==> src/sv/srsw_pkg.sv <==
// types and constants shared by the selective-repeat sender window
`timescale 1ns / 1ps

package srsw_pkg;

  // configuration port
  localparam int CFG_IDX_W  = 1;
  localparam int CFG_DATA_W = 32;

  localparam logic [CFG_IDX_W-1:0] REG_WINDOW_SIZE  = 1'b0;
  localparam logic [CFG_IDX_W-1:0] REG_LAST_SEGMENT = 1'b1;

  localparam int WSIZE_W = 6;
  localparam int SEQ_W   = 32;

  // event codes on the input channel
  localparam logic [1:0] MODE_START   = 2'd0;
  localparam logic [1:0] MODE_ACK     = 2'd1;
  localparam logic [1:0] MODE_TIMEOUT = 2'd2;

  // result codes on the output channel
  localparam logic [1:0] KIND_SEND  = 2'd0;
  localparam logic [1:0] KIND_DONE  = 2'd1;
  localparam logic [1:0] KIND_ABORT = 2'd2;

  // sequencer states
  typedef enum logic [2:0] {
    ST_IDLE,
    ST_EVAL_LO,
    ST_EVAL_HI,
    ST_SCAN,
    ST_FLUSH
  } state_t;

  // request to the shared add and compare unit
  typedef struct packed {
    logic [SEQ_W:0] a;
    logic [SEQ_W:0] b;
    logic           cin;
    logic [SEQ_W:0] lim;
  } unit_req_t;

  // answer from the shared add and compare unit
  typedef struct packed {
    logic [SEQ_W:0] sum;
    logic           le;
    logic           zero;
  } unit_rsp_t;

endpackage

==> src/sv/srsw_ifs.sv <==
// valid/ready channel interfaces for events in and results out
`timescale 1ns / 1ps

interface srsw_in_if;
  logic        valid;
  logic        ready;
  logic [1:0]  mode;
  logic [31:0] ack_seq;
  logic [31:0] ack_bitmap;

  modport source (output valid, output mode, output ack_seq, output ack_bitmap,
                  input ready);
  modport sink (input valid, input mode, input ack_seq, input ack_bitmap,
                output ready);
endinterface

interface srsw_out_if;
  logic        valid;
  logic        ready;
  logic [1:0]  result_kind;
  logic [31:0] segment_seq;
  logic        last_of_run;

  modport source (output valid, output result_kind, output segment_seq,
                  output last_of_run, input ready);
  modport sink (input valid, input result_kind, input segment_seq,
                input last_of_run, output ready);
endinterface

==> src/sv/selective_repeat_sender_window.sv <==
// Selective-repeat sender window. Each event item (start, ack, timeout) is
// taken when the block is idle and answered with a run of result items,
// which may be empty: segment numbers to send, or one completion or abort
// report, the last one marked by last_of_run. A start or a timeout resend
// scans the window from the base, and an ack that slides the window scans
// positions beyond the old window; a scan looks at up to the effective
// window, at most MAX_WINDOW, positions; one shared 33-bit add and compare
// unit checks one window position per cycle while results are not stalled.
// Results pass through an output register, and a stalled result side holds
// the scan. The user must write the configuration registers only while the
// block is idle; the block itself does not enforce this.
`timescale 1ns / 1ps

module selective_repeat_sender_window
  import srsw_pkg::*;
#(
  parameter int MAX_WINDOW = 32,
  parameter int MAX_TRIES  = 5
) (
  input  logic                  clk,
  input  logic                  rst,
  srsw_in_if.sink               in_ch,
  srsw_out_if.source            out_ch,
  input  logic                  cfg_we,
  input  logic [CFG_IDX_W-1:0]  cfg_index,
  input  logic [CFG_DATA_W-1:0] cfg_data
);

  logic [WSIZE_W-1:0] win_size;
  logic [SEQ_W-1:0]   last_segment;
  unit_req_t          unit_req;
  unit_rsp_t          unit_rsp;

  // configuration registers
  always_ff @(posedge clk) begin
    if (rst) begin
      win_size     <= WSIZE_W'(4);
      last_segment <= '0;
    end else if (cfg_we) begin
      case (cfg_index)
        REG_WINDOW_SIZE:  win_size     <= cfg_data[WSIZE_W-1:0];
        REG_LAST_SEGMENT: last_segment <= cfg_data[SEQ_W-1:0];
        default: ;
      endcase
    end
  end

  // sequencer and window state
  srsw_ctrl #(
    .MAX_WINDOW (MAX_WINDOW),
    .MAX_TRIES  (MAX_TRIES)
  ) u_ctrl (
    .clk          (clk),
    .rst          (rst),
    .in_valid     (in_ch.valid),
    .in_ready     (in_ch.ready),
    .in_mode      (in_ch.mode),
    .in_ack       (in_ch.ack_seq),
    .in_bits      (in_ch.ack_bitmap),
    .out_valid    (out_ch.valid),
    .out_ready    (out_ch.ready),
    .out_kind     (out_ch.result_kind),
    .out_seq      (out_ch.segment_seq),
    .out_last     (out_ch.last_of_run),
    .win_size     (win_size),
    .last_segment (last_segment),
    .unit_req     (unit_req),
    .unit_rsp     (unit_rsp)
  );

  // shared add and compare unit
  srsw_alu u_alu (
    .req (unit_req),
    .rsp (unit_rsp)
  );

endmodule

==> src/sv/srsw_alu.sv <==
// shared 33-bit add and compare unit used by the sequencer's evaluation and scan states
`timescale 1ns / 1ps

module srsw_alu
  import srsw_pkg::*;
(
  input  unit_req_t req,
  output unit_rsp_t rsp
);

  logic [SEQ_W:0] sum;

  // one add with carry in, then a compare against the limit
  assign sum      = req.a + req.b + {{SEQ_W{1'b0}}, req.cin};
  assign rsp.sum  = sum;
  assign rsp.le   = (sum <= req.lim);
  assign rsp.zero = (sum == '0);

endmodule

==> src/sv/srsw_ctrl.sv <==
// window state, event sequencer and result register
`timescale 1ns / 1ps

module srsw_ctrl
  import srsw_pkg::*;
#(
  parameter int MAX_WINDOW = 32,
  parameter int MAX_TRIES  = 5
) (
  input  logic               clk,
  input  logic               rst,
  // event side
  input  logic               in_valid,
  output logic               in_ready,
  input  logic [1:0]         in_mode,
  input  logic [SEQ_W-1:0]   in_ack,
  input  logic [SEQ_W-1:0]   in_bits,
  // result side
  output logic               out_valid,
  input  logic               out_ready,
  output logic [1:0]         out_kind,
  output logic [SEQ_W-1:0]   out_seq,
  output logic               out_last,
  // configuration
  input  logic [WSIZE_W-1:0] win_size,
  input  logic [SEQ_W-1:0]   last_segment,
  // shared unit
  output unit_req_t          unit_req,
  input  unit_rsp_t          unit_rsp
);

  localparam int OW = $clog2(2 * MAX_WINDOW + 1);
  localparam int RW = $clog2(MAX_TRIES + 1);

  state_t           state, state_next;
  logic [SEQ_W-1:0] base, base_next;
  logic [SEQ_W-1:0] acked, acked_next;
  logic [RW-1:0]    retry, retry_next;
  logic             running, running_next;
  logic [SEQ_W-1:0] ack_r, ack_r_next;
  logic [SEQ_W-1:0] bits_r, bits_r_next;
  logic [SEQ_W-1:0] diff, diff_next;
  logic [OW-1:0]    offset, offset_next;
  logic [OW-1:0]    stop, stop_next;
  logic             slide, slide_next;
  logic             pend_valid, pend_valid_next;
  logic [1:0]       pend_kind, pend_kind_next;
  logic [SEQ_W-1:0] pend_seq, pend_seq_next;
  logic             out_valid_next;
  logic [1:0]       out_kind_next;
  logic [SEQ_W-1:0] out_seq_next;
  logic             out_last_next;

  logic [OW-1:0]    w_eff;
  logic [OW-1:0]    steps;
  logic             out_free;
  logic             scan_end;
  logic             skip;
  logic [4:0]       bit_idx;

  // clamp the window to 1 .. MAX_WINDOW
  always_comb begin
    if (win_size == '0) begin
      w_eff = OW'(1);
    end else if (win_size > WSIZE_W'(MAX_WINDOW)) begin
      w_eff = OW'(MAX_WINDOW);
    end else begin
      w_eff = OW'(win_size);
    end
  end

  // slide count clamped to the window
  assign steps = (diff > SEQ_W'(w_eff)) ? w_eff : OW'(diff);

  assign out_free = !out_valid || out_ready;
  assign in_ready = (state == ST_IDLE);

  // scan step decisions, from the unit answer for base + offset
  assign bit_idx  = 5'(offset - OW'(1));
  assign scan_end = (offset == stop) || !unit_rsp.le;
  assign skip     = !slide && (offset != '0) && acked[bit_idx];

  // operand selection for the shared unit
  always_comb begin
    unit_req.a   = {1'b0, base};
    unit_req.b   = (SEQ_W + 1)'(offset);
    unit_req.cin = 1'b0;
    unit_req.lim = {1'b0, last_segment};
    case (state)
      ST_EVAL_LO: begin
        // ack - base, sign bit set when the ack lies behind the base
        unit_req.a   = {1'b0, ack_r};
        unit_req.b   = ~{1'b0, base};
        unit_req.cin = 1'b1;
      end
      ST_EVAL_HI: begin
        // ack - last - 1, zero when the ack is one past the last segment
        unit_req.a   = {1'b0, ack_r};
        unit_req.b   = ~{1'b0, last_segment};
        unit_req.cin = 1'b0;
      end
      default: ;
    endcase
  end

  // sequencer: next state and register updates
  always_comb begin
    state_next      = state;
    base_next       = base;
    acked_next      = acked;
    retry_next      = retry;
    running_next    = running;
    ack_r_next      = ack_r;
    bits_r_next     = bits_r;
    diff_next       = diff;
    offset_next     = offset;
    stop_next       = stop;
    slide_next      = slide;
    pend_valid_next = pend_valid;
    pend_kind_next  = pend_kind;
    pend_seq_next   = pend_seq;
    out_valid_next  = out_valid;
    out_kind_next   = out_kind;
    out_seq_next    = out_seq;
    out_last_next   = out_last;

    if (out_valid && out_ready) begin
      out_valid_next = 1'b0;
    end

    case (state)
      ST_IDLE: begin
        if (in_valid) begin
          ack_r_next  = in_ack;
          bits_r_next = in_bits;
          case (in_mode)
            MODE_START: begin
              running_next = 1'b1;
              base_next    = '0;
              acked_next   = '0;
              retry_next   = '0;
              offset_next  = '0;
              stop_next    = w_eff;
              slide_next   = 1'b0;
              state_next   = ST_SCAN;
            end
            MODE_ACK: begin
              if (running) begin
                retry_next = '0;
                state_next = ST_EVAL_LO;
              end
            end
            MODE_TIMEOUT: begin
              if (running) begin
                if (retry >= RW'(MAX_TRIES - 1)) begin
                  running_next    = 1'b0;
                  retry_next      = '0;
                  pend_valid_next = 1'b1;
                  pend_kind_next  = KIND_ABORT;
                  pend_seq_next   = '0;
                  state_next      = ST_FLUSH;
                end else begin
                  retry_next  = retry + RW'(1);
                  offset_next = '0;
                  stop_next   = w_eff;
                  slide_next  = 1'b0;
                  state_next  = ST_SCAN;
                end
              end
            end
            default: ;
          endcase
        end
      end

      ST_EVAL_LO: begin
        if (unit_rsp.sum[SEQ_W]) begin
          // ack behind the base is dropped
          state_next = ST_IDLE;
        end else begin
          acked_next = bits_r;
          diff_next  = unit_rsp.sum[SEQ_W-1:0];
          state_next = unit_rsp.zero ? ST_IDLE : ST_EVAL_HI;
        end
      end

      ST_EVAL_HI: begin
        if (unit_rsp.zero) begin
          running_next    = 1'b0;
          pend_valid_next = 1'b1;
          pend_kind_next  = KIND_DONE;
          pend_seq_next   = '0;
          state_next      = ST_FLUSH;
        end else begin
          offset_next = w_eff;
          stop_next   = w_eff + steps;
          slide_next  = 1'b1;
          state_next  = ST_SCAN;
        end
      end

      ST_SCAN: begin
        if (scan_end) begin
          if (slide) begin
            base_next = ack_r;
          end
          state_next = ST_FLUSH;
        end else if (skip) begin
          offset_next = offset + OW'(1);
        end else if (!pend_valid || out_free) begin
          // hand the held segment on, hold the new one
          if (pend_valid) begin
            out_valid_next = 1'b1;
            out_kind_next  = pend_kind;
            out_seq_next   = pend_seq;
            out_last_next  = 1'b0;
          end
          pend_valid_next = 1'b1;
          pend_kind_next  = KIND_SEND;
          pend_seq_next   = unit_rsp.sum[SEQ_W-1:0];
          offset_next     = offset + OW'(1);
        end
      end

      ST_FLUSH: begin
        if (!pend_valid) begin
          state_next = ST_IDLE;
        end else if (out_free) begin
          out_valid_next  = 1'b1;
          out_kind_next   = pend_kind;
          out_seq_next    = pend_seq;
          out_last_next   = 1'b1;
          pend_valid_next = 1'b0;
          state_next      = ST_IDLE;
        end
      end

      default: begin
        state_next = ST_IDLE;
      end
    endcase
  end

  // state register
  always_ff @(posedge clk) begin
    if (rst) begin
      state      <= ST_IDLE;
      base       <= '0;
      acked      <= '0;
      retry      <= '0;
      running    <= 1'b0;
      pend_valid <= 1'b0;
      out_valid  <= 1'b0;
    end else begin
      state      <= state_next;
      base       <= base_next;
      acked      <= acked_next;
      retry      <= retry_next;
      running    <= running_next;
      pend_valid <= pend_valid_next;
      out_valid  <= out_valid_next;
    end
  end

  // payload registers
  always_ff @(posedge clk) begin
    ack_r     <= ack_r_next;
    bits_r    <= bits_r_next;
    diff      <= diff_next;
    offset    <= offset_next;
    stop      <= stop_next;
    slide     <= slide_next;
    pend_kind <= pend_kind_next;
    pend_seq  <= pend_seq_next;
    out_kind  <= out_kind_next;
    out_seq   <= out_seq_next;
    out_last  <= out_last_next;
  end

endmodule

==> src/flat_wrapper.sv <==
// flat-port wrapper written by rule: the top's interface ports become plain ports
module selective_repeat_sender_window_flat import srsw_pkg::*;
#(
  parameter int MAX_WINDOW = 32,
  parameter int MAX_TRIES  = 5
)
  (clk, rst, cfg_we, cfg_index, cfg_data, in_ch_valid, in_ch_mode, in_ch_ack_seq, in_ch_ack_bitmap, in_ch_ready, out_ch_valid, out_ch_result_kind, out_ch_segment_seq, out_ch_last_of_run, out_ch_ready);
  srsw_in_if in_ch_i ();
  srsw_out_if out_ch_i ();
  input  logic clk;
  input  logic rst;
  input  logic cfg_we;
  input  logic [CFG_IDX_W-1:0] cfg_index;
  input  logic [CFG_DATA_W-1:0] cfg_data;
  input wire logic [$bits(in_ch_i.valid)-1:0] in_ch_valid;
  input wire logic [$bits(in_ch_i.mode)-1:0] in_ch_mode;
  input wire logic [$bits(in_ch_i.ack_seq)-1:0] in_ch_ack_seq;
  input wire logic [$bits(in_ch_i.ack_bitmap)-1:0] in_ch_ack_bitmap;
  output wire logic [$bits(in_ch_i.ready)-1:0] in_ch_ready;
  output wire logic [$bits(out_ch_i.valid)-1:0] out_ch_valid;
  output wire logic [$bits(out_ch_i.result_kind)-1:0] out_ch_result_kind;
  output wire logic [$bits(out_ch_i.segment_seq)-1:0] out_ch_segment_seq;
  output wire logic [$bits(out_ch_i.last_of_run)-1:0] out_ch_last_of_run;
  input wire logic [$bits(out_ch_i.ready)-1:0] out_ch_ready;
  assign in_ch_i.valid = in_ch_valid;
  assign in_ch_i.mode = in_ch_mode;
  assign in_ch_i.ack_seq = in_ch_ack_seq;
  assign in_ch_i.ack_bitmap = in_ch_ack_bitmap;
  assign in_ch_ready = in_ch_i.ready;
  assign out_ch_valid = out_ch_i.valid;
  assign out_ch_result_kind = out_ch_i.result_kind;
  assign out_ch_segment_seq = out_ch_i.segment_seq;
  assign out_ch_last_of_run = out_ch_i.last_of_run;
  assign out_ch_i.ready = out_ch_ready;
  selective_repeat_sender_window #(.MAX_WINDOW(MAX_WINDOW), .MAX_TRIES(MAX_TRIES)) u_core (.clk(clk), .rst(rst), .in_ch(in_ch_i), .out_ch(out_ch_i), .cfg_we(cfg_we), .cfg_index(cfg_index), .cfg_data(cfg_data));
endmodule
==> config.mk <==
export PLATFORM = sky130hd
export DESIGN_NAME = selective_repeat_sender_window_flat
export DESIGN_NICKNAME = d
export VERILOG_FILES = /design/src/sv/srsw_pkg.sv /design/src/sv/srsw_ifs.sv /design/src/sv/selective_repeat_sender_window.sv /design/src/sv/srsw_alu.sv /design/src/sv/srsw_ctrl.sv /design/src/flat_wrapper.sv
export SDC_FILE = /design/constraint.sdc
export NUM_CORES = 1
export LEC_CHECK = 0
export BUFFER_PORTS_ARGS = -buffer_cell sky130_fd_sc_hd__clkbuf_2
export CAP_MARGIN = 0
export CORE_MARGIN = 2
export CORE_UTILIZATION = 54
export DETAILED_ROUTE_END_ITERATION = 7
export PLACE_DENSITY = 0.8
export SLEW_MARGIN = 20
export SYNTH_ARGS = -nofsm -noshare
export SYNTH_HDL_FRONTEND = slang
export SYNTH_SLANG_ARGS = --single-unit
==> constraint.sdc <==
create_clock -name clk -period 8 [get_ports clk]
set_clock_uncertainty 0.2 [all_clocks]
set_input_delay 0.4 -clock clk [delete_from_list [all_inputs] [get_ports clk]]
set_output_delay 0.4 -clock clk [all_outputs]
set_load 0.05 [all_outputs]
Word-level counts from Yosys, hierarchy flattened --
Cells that the tools add are included.
Storage, ports and cells: register bits 291, input bits 104, output and inout port bits 37, logic and storage cells 217
Cells by class: add/subtract/negate cells 6, order comparisons 5, eq/ne operators 32, muxes and demuxes 114, bitwise logic cells 4, reduce and logical (&&, ||, !) cells 36
Operators with widths (number):
- two-way mux 32 bit | 19
- case mux 32 bit (2 select lines) | 3
- case mux 66 bit (2 select lines) | 1
- case mux 32 bit (3 select lines) | 1
- two-way mux 7 bit | 12
- inverter 32 -> 33 bit | 2
- case mux 7 bit (2 select lines) | 3
- adder 32 x 33 -> 33 bit | 1
- adder 33 x 1 -> 33 bit | 1
- <= comparator 33 x 32 -> 1 bit | 1
- zero test 33 bit | 1
- two-way mux 3 bit | 11
- > comparator 32 x 7 -> 1 bit | 1
- two-way mux 1 bit | 32
- two-way mux 2 bit | 16
- inequality test 2 bit (second input constant) | 14
- case mux 7 bit (3 select lines) | 1
- case mux 3 bit (3 select lines) | 2
- AND reduction 9 bit | 2
- inequality test 3 bit (second input constant) | 5
- case mux 3 bit (5 select lines) | 1
- two-way mux 6 bit | 2
- case mux 1 bit (2 select lines) | 6
- AND reduction 6 bit | 2
- 36 further kinds | 57

Longest topological paths before layout --
Gate-level depths: netlist of run 1.
depth after elaboration 9, depth in mapped cells 29, gate-level depth less buffers 26

By module --
A second synthesis of run 1 with hierarchy kept.
Second synthesis, totals: cells, all modules 1501, area, all modules 15517.4 µm²
By module, submodules not included:
- srsw_ctrl | times used 1, cells each 927, area an instance 11019.3 µm², sequential area each 6866.6 µm²
- srsw_alu | times used 1, cells each 406, area an instance 2841.5 µm², sequential area each 0.0 µm²
- selective_repeat_sender_window | times used 1, cells each 168, area an instance 1656.6 µm², sequential area each 760.7 µm²

Worst setup path before layout of run 1 --
OpenSTA, ideal clock, no wires.
path type flip-flop to flip-flop, start reg u_core.u_ctrl.state[2], end reg u_core.u_ctrl.out_kind[0], enable pin, setup time 0.427 ns, arrival time 7.631 ns, data required time 7.373 ns, slack -0.258 ns, stages on the path, launching flop included 29, path buffers 3, clock period less this slack 8.258 ns, cells stage by stage dfxtp_1 -> clkbuf_1 -> nor2_1 -> nand2_1 -> inv_1 -> nor2_1 -> clkbuf_1 -> buf_1 -> mux2i_1 -> fa_1 -> fa_1 -> nand2b_2 -> a211oi_4 -> o21ai_2 -> o21bai_1 -> a21oi_1 -> xor2_1 -> inv_1 -> ha_1 -> nand4_1 -> or4_1 -> nor3_1 -> a41oi_1 -> a41oi_1 -> nand3_1 -> mux2i_4 -> and3_1 -> o21ai_0 -> nor2_1
RTL lines:
- from (decl) | RTL line srsw_ctrl.sv:35 | state_t state, state_next;
- from (signal assigned) | RTL line srsw_ctrl.sv:255 | state <= state_next;
- to (signal assigned) | RTL line srsw_ctrl.sv:275 | out_kind <= out_kind_next;
- to (decl) | RTL line srsw_ctrl.sv:21 | output logic [1:0] out_kind,

==> run_results.csv, run 1 <==
group,metric,value,unit
hold_path,hold_class,"in2reg",
yosys,synth_fp_nets,1605,
die,initial_utilization,54.9,%
grt,grt_pass1_vias,11700,
grt,grt_pass1_wl,61900,um
yosys,synth_edf_count,180,
setup_path,end_kind,"flop",
setup_path,cp_max_fo,35,
setup_path,crit_arrival,7290,ps
grt,grt_max_degree,81,
timing,setup_violations,0,
die,fp-row-count,60,
power,power.density,401,nW/um2
clocking,cts_tree,"done",
setup_path,cp_slowest_stage_delay,520,ps
finish,diodes,0,
detailed_routing,dr.pass1.iters,5,
timing,min_period_over_period,91.0,%
timing,rsz0062_at_grt,"false",
die,die_h,170,um
clocking,root_buffer,"clkbuf_16",
clocking,cts.sink_count,291,
setup_path,cp_num_buf_inv,4,
yosys,ys_warn_count,0,
yosys,synthesis.instances,1415,
outcome,status,"finished clean",
die,design.core.area,27000,um2
detailed_routing,drt.antenna.violating_nets,0,
yosys,synth_area,14800,um2
yosys,ys.flop_type,"edfxtp_1",
die,pin_count,141,
yosys,synth_seq_cells,291,
yosys,postSynthAreaPerCell,10.5,um2
power,p_leak,7.03,nW
timing,fin_crit,7280,ps
yosys,yosysSeqAreaShare,51.5,%
clocking,cts-resized-gates,0,
clocking,worstSkewPairLatency,570,ps
detailed_routing,drc_errors,0,
clocking,htree_levels,1,
setup_path,cp_common_cell,"buf_4",
timing,relSlewSlack,40.1,%
detailed_routing,viasPerCell,5.95,
detailed_routing,post_drt_wl_per_cell,19.5,um
setup_path,crit_type,"reg2reg",
grt,antenna_found_initial,0,
clocking,cts.path.max_buffers,3,
yosys,async_flop_share,0,%
die,design.die.area,28700,um2
power,ir_drop,0.000230,V
timing,tightestPinTransition,899,ps
timing,fmax,0.137,GHz
finish,fin_nets,1831,
placed_design,dp.final_hpwl,27200,um
clocking,clk_pin_slew_worst_paths,60,ps
clocking,post_cts_buffers,0,
placed_design,gp_congestion,0.943,
setup_path,cpLargestDelayFamily,"simple AND/OR/NAND/NOR gates",
finish,syn_to_final_growth,20.2,%
detailed_routing,routed_wirelength,39100,um
yosys,synth.distinct_cells,80,
detailed_routing,route.vias.total,11900,
run,maxCapViolCount,0,
setup_path,crit_required,8010,ps
die,die_w,170,um
setup_path,critPathSlowestCell,"dfxtp_1",
detailed_routing,drtIter0Drc,1180,
grt,grt_overflow_total,0,
finish,drive_gt1_share,17.4,%
grt,groute.usage.overall,27.2,%
clocking,cts-buffers-inserted,30,
setup_path,start_kind,"flop",
placed_design,portBuffers,140,
power,total_power,7.14,mW
timing,tns,0,ps
timing,finalHoldViolations,0,
timing,drv_slew,0,
-- cells in the mapped netlist (10+ instances only) --
cell type    n  area share, %
edfxtp_1   180             37
nand2_1    175            4.4
a21oi_1    120            4.1
dfxtp_1    111             15
inv_1       95            2.4
nor2_1      86            2.2
ha_1        83            7.0
nand3_1     50            1.7
clkbuf_1    43            1.1
o21ai_0     43            1.5
mux2_2      37            2.8
a22o_1      32            1.9
o22ai_1     30            1.3
nor3_1      27           0.91
xnor2_1     20            1.2
a21o_1      19           0.96
xor2_1      18            1.1
nand4_1     14           0.59
a211oi_1    13           0.66
and2_1      12           0.51
nor4_1      12           0.51
buf_1       10           0.25
mux4_2      10            1.5
-- report_power, final --
part	leakage, nW	internal [mW]	switching (mW)
Combinational	4.00	1.33	2.37
Clock	0.457	0.788	0.579
Sequential	2.58	1.96	0.117
Total	7.03	4.08	3.06
-- cells in the final DEF, fill, tap and decap left out, types with 20 or more instances in the layout --
cell type	netlist	layout
ha_1	83	83
clkbuf_2	0	140
nand3_1	50	50
nand2_1	175	173
inv_1	95	94
dlygate4sd3_1	0	96
buf_4	3	23
a22o_1	32	32
edfxtp_1	180	180
clkbuf_16	0	30
o21ai_0	43	43
nor2_1	86	84
a21oi_1	120	119
o22ai_1	30	30
xnor2_1	20	20
nor3_1	27	26
dfxtp_1	111	111
mux2_2	37	37
-- worst min-delay path, cell delays in order --
cell and delay [ps]:
clkbuf_2 70, nor2b_1 120, inv_1 80, a21oi_1 90
-- timing repair --
action / in CTS / in global routing
endpoints found under the hold margin: 102 / 0
hold buffers: 96 / 0
endpoints found under the setup margin: 0 / 0
-- final timing paths --
check / from / endpoint / slack, ps / cells past startpoint
worst max-delay path: u_core.u_ctrl.state[2] / u_core.u_ctrl.out_kind[0] / 720 / 27
worst min-delay path: out_ch_ready / u_core.u_ctrl.out_valid / 60 / 4
worst max register to register: u_core.u_ctrl.state[2] / u_core.u_ctrl.out_kind[0] / 720 / 27
worst min register to register: u_core.u_ctrl.pend_seq[28] / u_core.u_ctrl.out_seq[28] / 220 / 0
-- cell type report --
class,instances,area [um2]
clock buffers,40,788
clock inverters,15,168
fillers,2034,9170
inverters,96,360
multi-input cells,963,6580
flip-flops and latches,291,7630
well taps,341,427
repair buffers,259,1830
-- layer usage --
metal / part of all wire (%) / global-route usage, % / vias up
li1: - / - / 5620
met1: 44 / 38.4 / 5716
met2: 46 / 43.5 / 501
met3: 7.3 / 4.13 / 89
met4: 3.1 / 8.73 / 0
met5: 0 / 0 / -
-- through the flow --
stage	setup slack, ps	util [%]	hold slack [ps]	area (um2)	cells
after floorplan	307	-	200	14800	1415
after global placement	1020	58.9	201	15900	1854
after global routing	172	66.0	90.0	17800	2005
final	716	66.0	61.7	17800	2005
after CTS	799	66.0	43.9	17800	2005
after detailed placement	860	58.9	205	15900	1854
-- flip-flops by register name, indices dropped and copies added, names as in the netlist, 6 cells and up --
name	flops
u_core.u_ctrl.acked	32
u_core.win_size	6
u_core.u_ctrl.pend_seq	32
u_core.u_ctrl.out_seq	32
u_core.u_ctrl.ack_r	32
u_core.u_ctrl.diff	32
u_core.u_ctrl.stop	7
u_core.u_ctrl.offset	7
u_core.u_ctrl.base	32
u_core.u_ctrl.bits_r	32
u_core.last_segment	32
-- cell families after synthesis --
| group | after synthesis | synth area share, % |
|---|---|---|
| xor gates and xnor gates | 38 | 2.25 |
| adders and majority gates | 86 | 7.42 |
| muxes | 57 | 5.10 |
| DFF | 291 | 51.5 |
| AOI/OAI and AO/OA | 347 | 15.6 |
| buffers and inverters | 161 | 4.28 |
| and+or+nand+nor | 435 | 13.8 |
Note: power is estimated with default switching activity, not from simulation.
==> inputs of run 2 (changes only) <==
- CTS_CLUSTER_DIAMETER: unset -> 150
- GPL_TIMING_DRIVEN: unset -> 0
==> run_results.csv, run 2 (synthesis gave the netlist of run 1 again) <==
group,metric,value,unit
outcome,status,"finished clean",
detailed_routing,dr.pass1.iters,5,
run,maxCapViolCount,0,
setup_path,crit_arrival,7870,ps
finish,syn_to_final_growth,23.3,%
grt,grt_max_degree,63,
timing,tightestPinTransition,846,ps
finish,design_area,18200,um2
placed_design,placed_cell_area,16000,um2
power,power_frac_clock,20.5,%
power,p_seq_share,27.5,%
die,die_h,170,um
timing,setup_violations,0,
clocking,clk_pin_slew_worst_paths,70,ps
power,swShare,42.8,%
setup_path,critPathSlowestCell,"or4_4",
detailed_routing,post_drt_wl_per_cell,19.6,um
placed_design,pre_cts_slack,-1970,ps
setup_path,r2r_start,"u_core.u_ctrl.state[1]",
detailed_routing,routed_wirelength,40300,um
finish,n_fill_cell,1937,
clocking,htree_levels,1,
power,p_sw,3.21,mW
finish,postLayoutCoreUtil,67.7,%
hold_path,hold_class,"in2reg",
timing,min_period_over_period,97.2,%
grt,grt_pass1_wl,63400,um
setup_path,end_kind,"flop",
timing,setup_ws,222,ps
detailed_routing,drt.antenna.violating_nets,0,
detailed_routing,drc_errors,0,
die,design.die.area,28700,um2
grt,groute.usage.overall,28.1,%
timing,relSlewSlack,43.6,%
clocking,root_buffer,"clkbuf_16",
power,power.density,411,nW/um2
grt,grt_pass1_vias,12000,
finish,ff_latch_area,7630,um2
clocking,cts_tree,"done",
grt,grt_overflow_total,0,
clocking,cts.path.max_buffers,3,
power,internal_power,4.29,mW
detailed_routing,viasPerCell,5.98,
timing,fmax,0.129,GHz
clocking,worstSkewPairLatency,580,ps
grt,antenna_found_initial,0,
placed_design,portBuffers,139,
finish,drive_gt1_share,18.6,%
setup_path,reg2regPathDepth,29,
finish,multiInputGateArea,6650,um2
timing,tns,0,ps
die,die_w,170,um
hold_path,hold_path_end,"u_core.u_ctrl.pend_valid",
setup_path,start_kind,"flop",
timing,fin_crit,7780,ps
die,initial_utilization,54.9,%
hold_path,whs_path_depth,4,
finish,fin_nets,1879,
die,design.core.area,27000,um2
setup_path,rrSetupSlack,220,ps
placed_design,dp.final_hpwl,28300,um
clocking,cts.sink_count,291,
setup_path,cp_max_fo,10,
power,combPwrFrac,52.0,%
timing,finalHoldViolations,0,
finish,diodes,0,
detailed_routing,route.vias.total,12300,
placed_design,gp_congestion,0.928,
finish,layout_commonest_cell,"edfxtp_1",
setup_path,r2r_end,"u_core.u_ctrl.offset[6]",
die,pin_count,141,
setup_path,crit_required,8090,ps
finish,mostFrequentLayoutCells,"edfxtp_1 (180), nand2_1 (175), clkbuf_2 (140), a21oi_1 (120), dfxtp_1 (108)",
setup_path,crit_type,"reg2reg",
clocking,cts-buffers-inserted,29,
hold_path,min_from,"in_ch_valid",
die,fp-row-count,60,
setup_path,cp_slowest_stage_delay,610,ps
detailed_routing,drtIter0Drc,1353,
timing,drv_slew,0,
power,p_leak,7.20,nW
setup_path,cp_common_cell,"inv_1",
power,ir_drop,0.000267,V
-- run 2: cell count changes in the layout (fill, tap and decap cells not counted), sizes merged --
cell / delta
bufinv: +3
clkinvlp: +4
inv: +3
clkbuf: +32
clkinv: -3
buf: +8
dlygate4sd3: +1
-- run 2: stage by stage --
step                      total power [mW]  hold WS, ps  cells
after detailed placement              5.69          205   1897
after global routing                  7.96          121   2053
after CTS                             7.35          102   2050
final                                 7.51          120   2053
after floorplan                       4.69          200   1415
after global placement                5.57          202   1895
-- run 2: metal layers --
metal  global-route usage, %  share of wire (%)  up-vias
met4                    10.7                3.8        0
met2                    45.2                 46      602
met1                    39.1                 42     5847
met5                       0                  0        -
met3                    3.80                8.2      110
li1                        -                  -     5726
-- run 2: worst max path at each step --
| stage | from | end | slack, ps |
|---|---|---|---|
| floorplan | u_core.u_ctrl.state[2] | u_core.u_ctrl.out_kind[0] | 310 |
| global placement | u_core.u_ctrl.state[0] | u_core.u_ctrl.out_seq[20] | -2290 |
| detailed placement | u_core.u_ctrl.state[0] | u_core.u_ctrl.offset[4] | -1970 |
| CTS | u_core.u_ctrl.state[0] | u_core.u_ctrl.base[2] | 10 |
| global route | u_core.u_ctrl.state[1] | u_core.u_ctrl.offset[6] | -10 |
| finish | u_core.u_ctrl.state[1] | u_core.u_ctrl.offset[6] | 220 |
-- run 2: critical path: cells and delay by family (launching register included) --
family / cells / cell delay [ps]
xor gates and xnor gates: 1 / 250
buffers and inverters: 6 / 940
and+or+nand+nor: 10 / 2460
DFF: 1 / 410
AOI/OAI and AO/OA: 7 / 1550
muxes: 2 / 480
adders and majority gates: 3 / 1190
-- run 2: final cells by class --
| class | instances | area share [%] |
|---|---|---|
| Sequential cell | 291 | 41.8 |
| Multi-Input combinational cell | 963 | 36.5 |
| Timing Repair Buffer | 245 | 9.82 |
| Clock buffer | 32 | 4.33 |
| Tap cell | 341 | 2.34 |
| Inverter | 96 | 1.99 |
| Clock inverter | 22 | 1.71 |
| Buffer | 63 | 1.52 |
-- run 2: timing repair --
item / CTS / global route
hold buffers: 97 / 0
setup endpoints to repair: 113 / 109
pin swaps: 3 / 3
gates resized for setup: 16 / 11
buffers inserted: 3 / 4
endpoints found under the hold margin: 103 / 0
-- run 2: power by group through the flow --
stage	Sequential (mW)	Clock, mW	Combinational (mW)
after floorplan	2.06	0	2.63
after global placement	2.10	0	3.48
after detailed placement	2.09	0	3.60
after CTS	2.06	1.54	3.74
after global routing	2.08	1.61	4.27
final	2.07	1.54	3.90
